`src/hw/rtl/bcid_pkg.sv`:
```
`default_nettype none

package bcid_pkg;

    // Operation codes, numbered in table order of first appearance
    localparam logic [4:0] OP_NOP     = 5'd0;
    localparam logic [4:0] OP_RET     = 5'd1;
    localparam logic [4:0] OP_NOT     = 5'd2;
    localparam logic [4:0] OP_NEG     = 5'd3;
    localparam logic [4:0] OP_ADD     = 5'd4;
    localparam logic [4:0] OP_SUB     = 5'd5;
    localparam logic [4:0] OP_MUL     = 5'd6;
    localparam logic [4:0] OP_MULU    = 5'd7;
    localparam logic [4:0] OP_DIV     = 5'd8;
    localparam logic [4:0] OP_DIVU    = 5'd9;
    localparam logic [4:0] OP_MOD     = 5'd10;
    localparam logic [4:0] OP_MODU    = 5'd11;
    localparam logic [4:0] OP_AND     = 5'd12;
    localparam logic [4:0] OP_OR      = 5'd13;
    localparam logic [4:0] OP_XOR     = 5'd14;
    localparam logic [4:0] OP_SHL     = 5'd15;
    localparam logic [4:0] OP_SHR     = 5'd16;
    localparam logic [4:0] OP_MOVBW   = 5'd17;
    localparam logic [4:0] OP_MOVWW   = 5'd18;
    localparam logic [4:0] OP_MOVDW   = 5'd19;
    localparam logic [4:0] OP_MOVQW   = 5'd20;
    localparam logic [4:0] OP_MOVBD   = 5'd21;
    localparam logic [4:0] OP_MOVWD   = 5'd22;
    localparam logic [4:0] OP_MOVDD   = 5'd23;
    localparam logic [4:0] OP_MOVQD   = 5'd24;
    localparam logic [4:0] OP_MOVQQ   = 5'd25;
    localparam logic [4:0] OP_STORESP = 5'd26;
    localparam logic [4:0] OP_PUSH    = 5'd27;
    localparam logic [4:0] OP_POP     = 5'd28;
    localparam logic [4:0] OP_PUSHN   = 5'd29;
    localparam logic [4:0] OP_POPN    = 5'd30;

    // Highest dedicated register number accepted by STORESP
    localparam logic [2:0] MAX_DEDICATED_REG = 3'd2;

    typedef struct packed {
        logic [7:0]  opcode_byte;
        logic [7:0]  operand_byte;
        logic [63:0] ext_low;
        logic [63:0] ext_high;
    } t_bcid_in;

    typedef struct packed {
        logic [4:0]  operation;
        logic        flag_seven;
        logic        flag_six;
        logic        first_indirect;
        logic [2:0]  first_register;
        logic        second_indirect;
        logic [2:0]  second_register;
        logic [3:0]  move_width;
        logic [3:0]  index_width;
        logic [63:0] first_value;
        logic [63:0] second_index;
        logic        decode_error;
    } t_bcid_out;

    // Opcode table: low six opcode bits to operation, unassigned give NOP
    function automatic logic [4:0] op_lookup(input logic [5:0] code);
        logic [4:0] op;
        op = OP_NOP;
        case (code)
            6'h04: op = OP_RET;
            6'h0a: op = OP_NOT;
            6'h0b: op = OP_NEG;
            6'h0c: op = OP_ADD;
            6'h0d: op = OP_SUB;
            6'h0e: op = OP_MUL;
            6'h0f: op = OP_MULU;
            6'h10: op = OP_DIV;
            6'h11: op = OP_DIVU;
            6'h12: op = OP_MOD;
            6'h13: op = OP_MODU;
            6'h14: op = OP_AND;
            6'h15: op = OP_OR;
            6'h16: op = OP_XOR;
            6'h17: op = OP_SHL;
            6'h18: op = OP_SHR;
            6'h1d: op = OP_MOVBW;
            6'h1e: op = OP_MOVWW;
            6'h1f: op = OP_MOVDW;
            6'h20: op = OP_MOVQW;
            6'h21: op = OP_MOVBD;
            6'h22: op = OP_MOVWD;
            6'h23: op = OP_MOVDD;
            6'h24: op = OP_MOVQD;
            6'h28: op = OP_MOVQQ;
            6'h2a: op = OP_STORESP;
            6'h2b: op = OP_PUSH;
            6'h2c: op = OP_POP;
            6'h35: op = OP_PUSHN;
            6'h36: op = OP_POPN;
            default: op = OP_NOP;
        endcase
        return op;
    endfunction

endpackage

`default_nettype wire

```
`src/hw/rtl/byte_code_instruction_decoder.sv`:
```
`default_nettype none

// Channel   Direction  Handshake           Payload
// request   in         i_valid / o_ready   i_data (bcid_pkg::t_bcid_in)
// result    out        o_valid / i_ready   o_data (bcid_pkg::t_bcid_out)
//
// One request per cycle while either stage has room; an accepted request
// passes the input register, table decode and result register.
// Synchronous active-low reset clears both stage valid bits only.
// A stalled result holds in the result register; the input stage keeps
// taking requests while either stage has room.

module byte_code_instruction_decoder (
    input  wire                      i_clk,
    input  wire                      i_rst_n,
    input  wire                      i_valid,
    output logic                     o_ready,
    input  wire bcid_pkg::t_bcid_in  i_data,
    output logic                     o_valid,
    input  wire                      i_ready,
    output bcid_pkg::t_bcid_out      o_data
);

    logic                 r_in_valid;
    bcid_pkg::t_bcid_in   r_in;
    logic                 r_out_valid;
    bcid_pkg::t_bcid_out  r_out;
    bcid_pkg::t_bcid_out  n_out;
    logic                 out_room;

    // Stage handshakes
    assign out_room = !r_out_valid || i_ready;
    assign o_ready  = !r_in_valid || out_room;

    // Input register
    always_ff @(posedge i_clk) begin
        if (!i_rst_n) begin
            r_in_valid <= 1'b0;
        end else if (o_ready) begin
            r_in_valid <= i_valid;
        end
    end

    always_ff @(posedge i_clk) begin
        if (o_ready && i_valid) begin
            r_in <= i_data;
        end
    end

    bcid_decode u_decode (
        .i_instr (r_in),
        .o_dec   (n_out)
    );

    // Result register
    always_ff @(posedge i_clk) begin
        if (!i_rst_n) begin
            r_out_valid <= 1'b0;
        end else if (out_room) begin
            r_out_valid <= r_in_valid;
        end
    end

    always_ff @(posedge i_clk) begin
        if (out_room && r_in_valid) begin
            r_out <= n_out;
        end
    end

    assign o_valid = r_out_valid;
    assign o_data  = r_out;

endmodule

`default_nettype wire

```
`src/hw/rtl/bcid_decode.sv`:
```
`default_nettype none

module bcid_decode (
    input  wire bcid_pkg::t_bcid_in  i_instr,
    output bcid_pkg::t_bcid_out      o_dec
);

    logic [4:0]  op;
    logic        f7;
    logic        f6;
    logic [2:0]  r2;
    logic [3:0]  mw;
    logic [3:0]  iw;
    logic [63:0] v1;
    logic [63:0] v2;
    logic [63:0] lo;
    logic [63:0] hi;

    assign op = bcid_pkg::op_lookup(i_instr.opcode_byte[5:0]);
    assign f7 = i_instr.opcode_byte[7];
    assign f6 = i_instr.opcode_byte[6];
    assign r2 = i_instr.operand_byte[6:4];
    assign lo = i_instr.ext_low;
    assign hi = i_instr.ext_high;

    // Move kind gives data width and index width; indexes follow each other
    always_comb begin
        mw = 4'd0;
        iw = 4'd0;
        v1 = '0;
        v2 = '0;
        case (op)
            bcid_pkg::OP_MOVBW, bcid_pkg::OP_MOVWW,
            bcid_pkg::OP_MOVDW, bcid_pkg::OP_MOVQW: begin
                iw = 4'd2;
                mw = 4'd1 << (op - bcid_pkg::OP_MOVBW);
                if (f7) v1 = {48'd0, lo[15:0]};
                if (f6) v2 = f7 ? {48'd0, lo[31:16]} : {48'd0, lo[15:0]};
            end
            bcid_pkg::OP_MOVBD, bcid_pkg::OP_MOVWD,
            bcid_pkg::OP_MOVDD, bcid_pkg::OP_MOVQD: begin
                iw = 4'd4;
                mw = 4'd1 << (op - bcid_pkg::OP_MOVBD);
                if (f7) v1 = {32'd0, lo[31:0]};
                if (f6) v2 = f7 ? {32'd0, lo[63:32]} : {32'd0, lo[31:0]};
            end
            bcid_pkg::OP_MOVQQ: begin
                iw = 4'd8;
                mw = 4'd8;
                if (f7) v1 = lo;
                if (f6) v2 = f7 ? hi : lo;
            end
            default: begin
                // immediate is the first two extension bytes
                if (f7) v1 = {48'd0, lo[15:0]};
            end
        endcase
    end

    // Field assembly
    always_comb begin
        o_dec.operation       = op;
        o_dec.flag_seven      = f7;
        o_dec.flag_six        = f6;
        o_dec.first_indirect  = i_instr.operand_byte[3];
        o_dec.first_register  = i_instr.operand_byte[2:0];
        o_dec.second_indirect = i_instr.operand_byte[7];
        o_dec.second_register = r2;
        o_dec.move_width      = mw;
        o_dec.index_width     = iw;
        o_dec.first_value     = v1;
        o_dec.second_index    = v2;
        o_dec.decode_error    = (op == bcid_pkg::OP_STORESP) &&
                                (r2 > bcid_pkg::MAX_DEDICATED_REG);
    end

endmodule

`default_nettype wire
```
`config.mk`:
```
export PLATFORM = sky130hd
export DESIGN_NAME = byte_code_instruction_decoder
export DESIGN_NICKNAME = d
export VERILOG_FILES = /design/src/hw/rtl/bcid_pkg.sv /design/src/hw/rtl/byte_code_instruction_decoder.sv /design/src/hw/rtl/bcid_decode.sv
export SDC_FILE = /design/constraint.sdc
export NUM_CORES = 1
export LEC_CHECK = 0
export BUFFER_PORTS_ARGS = -buffer_cell sky130_fd_sc_hd__buf_2
export CAP_MARGIN = 10
export CORE_MARGIN = 1
export CORE_UTILIZATION = 48
export CTS_CLUSTER_SIZE = 30
export DETAILED_ROUTE_END_ITERATION = 7
export PLACE_DENSITY = 0.84
export REMOVE_ABC_BUFFERS = 1
export SYNTH_ARGS = -nofsm -noshare
export SYNTH_HDL_FRONTEND = slang
export SYNTH_SLANG_ARGS = --single-unit
```
`constraint.sdc`:
```
create_clock -name i_clk -period 8.12 [get_ports i_clk]
set_clock_uncertainty 0.15 [all_clocks]
set_input_delay 0.812 -clock i_clk [delete_from_list [all_inputs] [get_ports i_clk]]
set_output_delay 0.812 -clock i_clk [all_outputs]
set_load 0.03 [all_outputs]
```
==> impl_metrics.json <==
{
  "outcome": "finished, final reports clean",
  "hold_class": "in2reg",
  "synth_edf_count": 295,
  "swShare": 0.241,
  "cp-start-kind": "flip-flop",
  "cellInternalPower_w": 0.00278,
  "ir_worst_vdd_uv": 171,
  "syn_inst": 722,
  "grt_max_degree": 152,
  "num_vias": 7655,
  "end_kind": "flip-flop",
  "cts-hold-fix-buffers": 0,
  "grt_pass1_vias": 7359,
  "netlist_area_um2": 11800,
  "yosysSeqAreaShare": 0.766,
  "hold_viol": 0,
  "grt_util_all_layers": 0.227,
  "power_frac_clock": 0.388,
  "ys.flop_type": "edfxtp_1",
  "cp.buffers_inverters": 0,
  "instances_no_fill": 1364,
  "yosys_warnings": 0,
  "postCtsSetupRepairBufs": 0,
  "crit_type": "reg2reg",
  "async_flop_share": 0,
  "cp_top_family": "simple AND/OR/NAND/NOR gates",
  "multi_input_area_um2": 2540,
  "power_density_nw_per_um2": 251,
  "fin_crit_sh": 0.466,
  "drv_cap": 0,
  "ant_nets": 0,
  "regArea_um2": 9000,
  "clkLatencyLatePin_ns": 0.55,
  "maxSlewViolCount": 0,
  "p_seq_frac": 0.506,
  "power_switching_w": 0.000884,
  "ys_seq_elements": 302,
  "drc": 0,
  "critPathMaxStageDelay_ns": 1.07,
  "ctsRootBufferMaster": "clkbuf_16",
  "synthMuxAreaShare": 0.0358,
  "cts_tree": "yes",
  "synth_cell_types": 62,
  "p_leak_nw": 5.58,
  "antenna_found_initial": 6,
  "synthAdderAreaFrac": 0.0106,
  "cts.sinks": 302,
  "synth_top_family_by_area": "simple AND/OR/NAND/NOR gates",
  "cp.arrival_ns": 4.02,
  "fillCellCount": 1777,
  "synth-compound-area-share": 0.0793,
  "finalPower_w": 0.00367,
  "via_per_inst": 5.61,
  "slowest_stage": "nand3_2",
  "finalCriticalPeriod_ns": 3.79,
  "fin_nets": 1175,
  "synthTopCellsByArea": "edfxtp_1, mux2i_1, and3_1",
  "slew_headroom": 0.237,
  "htreeDepth": 1,
  "cp_max_fo": 33,
  "postCtsResizedCells": 0,
  "portBuffers": 300,
  "areaGrowthSynthToFinish_pct": 24.2,
  "place_inst": 1304,
  "synth.avg_cell_area_um2": 16.3,
  "cp_cell_sequence": "and2_1 > nand3_2 > o21ai_2 > nand2_1 > o21ai_0",
  "clkTransAtPathRegs_ns": 0.06,
  "std_cell_rows": 56,
  "worstMarginPinSlew_ns": 1.14,
  "rsz0062_at_grt": "no",
  "wl_um": 29400,
  "drtIter0Drc": 738,
  "synth_xor_area_frac": 0,
  "fp.dieW_um": 158,
  "drtPass1Iterations": 5,
  "synth_top_cell_area_share": 0.754,
  "grt_pass1_wl_um": 41600,
  "core_um2": 23800,
  "yosysTopAreaCell": "edfxtp_1",
  "layout-drive-gt1-share": 0.360,
  "io_pins": 302,
  "initial_core_util": 0.495,
  "synth-simple-area-share": 0.0874,
  "cts_buffers": 30,
  "gp_congestion": 0.902,
  "grt-ovfl-total": 0,
  "combPwrFrac": 0.107,
  "fmax_mhz": 264,
  "setup_violations": 0,
  "fin_setup_tns_ns": 0,
  "clk_path_buf_depth": 3,
  "wl_per_cell_um": 21.6,
  "cp.required_ns": 8.35,
  "dieArea_um2": 25100,
  "dp_hpwl_um": 18800,
  "fp.dieH_um": 158
}
## power groups by stage
stage          Clock (W)  Combinational [W]  Sequential, W
2_1_floorplan          0           0.000143        0.00197
3_3_place_gp           0           0.000379        0.00188
3_5_place_dp           0           0.000388        0.00189
4_1_cts          0.00145           0.000390        0.00185
5_1_grt          0.00150           0.000415        0.00186
6_report         0.00142           0.000391        0.00185
## kinds of logic after synthesis
group / Yosys count
AO/OA/AOI/OAI: 124
adder cells (fa/ha/maj): 10
AND/OR/NAND/NOR: 192
multiplexers: 40
other: 1
buffers and inverters: 53
flip-flops: 302
## routing by layer
layer,vias to the layer above,track usage,part of all wire
met5,-,0,0.00092
met1,3694,0.282,0.38
met4,4,0.0897,0.030
met3,70,0.0536,0.098
met2,489,0.382,0.49
li1,3398,-,-
## cells in the final DEF, fill, tap and decap left out, types with 3 or more instances in the layout
cell / synthesis / final
a211oi_1: 17 / 17
a21o_1: 3 / 3
a21oi_1: 23 / 23
a222oi_1: 16 / 16
a32o_1: 16 / 16
and2_1: 35 / 35
and3_1: 37 / 35
buf_2: 11 / 300
buf_4: 6 / 6
bufinv_16: 0 / 4
clkbuf_1: 24 / 5
clkbuf_16: 0 / 30
clkbuf_8: 0 / 5
clkinv_1: 0 / 4
clkinv_2: 0 / 5
dfxtp_1: 7 / 7
diode_2: 0 / 4
edfxtp_1: 295 / 295
ha_1: 10 / 10
inv_1: 7 / 7
mux2i_1: 36 / 36
nand2_1: 41 / 41
nand2b_1: 4 / 4
nand3_1: 6 / 5
nor2_1: 44 / 44
nor2b_1: 7 / 6
o21a_1: 5 / 5
o21ai_0: 19 / 19
o21ai_1: 3 / 3
## cell usage after synthesis (3+ instances only)
| master | count |
|---|---|
| and2_1 | 35 |
| o21ai_0 | 19 |
| nand2b_1 | 4 |
| nand2_1 | 41 |
| buf_2 | 11 |
| a21oi_1 | 23 |
| inv_1 | 7 |
| o21a_1 | 5 |
| a211oi_1 | 17 |
| clkbuf_1 | 24 |
| nor2_1 | 44 |
| mux2i_1 | 36 |
| a32o_1 | 16 |
| nor2b_1 | 7 |
| nand3_1 | 6 |
| buf_4 | 6 |
| edfxtp_1 | 295 |
| and3_1 | 37 |
| ha_1 | 10 |
| dfxtp_1 | 7 |
| o21ai_1 | 3 |
| a21o_1 | 3 |
| a222oi_1 | 16 |
## cell type report
class,instances,share of cell area
Sequential cell,302,0.617
Multi-Input combinational cell,367,0.174
Timing Repair Buffer,307,0.107
Clock buffer,40,0.0575
Tap cell,319,0.0274
Clock inverter,16,0.0132
Inverter,9,0.00283
Antenna cell,4,0.000686
## through the flow
step           hold WS (ns)   util  cell area, µm²  setup WS [ns]
2_1_floorplan         0.250      -           11500         -0.357
3_3_place_gp          0.252  0.570           13500           3.96
3_5_place_dp          0.262  0.570           13500           3.79
4_1_cts               0.251  0.614           14600           4.36
5_1_grt               0.251  0.614           14600           4.12
6_report              0.274  0.614           14600           4.33
## path summary, 6_finish.rpt
check	startpoint	end	slack, ns	cells past startpoint
worst min-delay path	i_data[74]	r_in[74]	0.27	1
worst max-delay path	u_decode.op[4]	o_data[22]	4.33	5
worst max register to register	u_decode.op[4]	o_data[22]	4.33	5
worst min register to register	r_in[129]	o_data[142]	0.28	0
## sequential cells by signal (all words and copies together) (netlist names)
register     count
r_in           144
u_decode.op      5
o_valid          1
o_data         151
r_in_valid       1
Note: power is estimated with default switching activity, not from simulation.
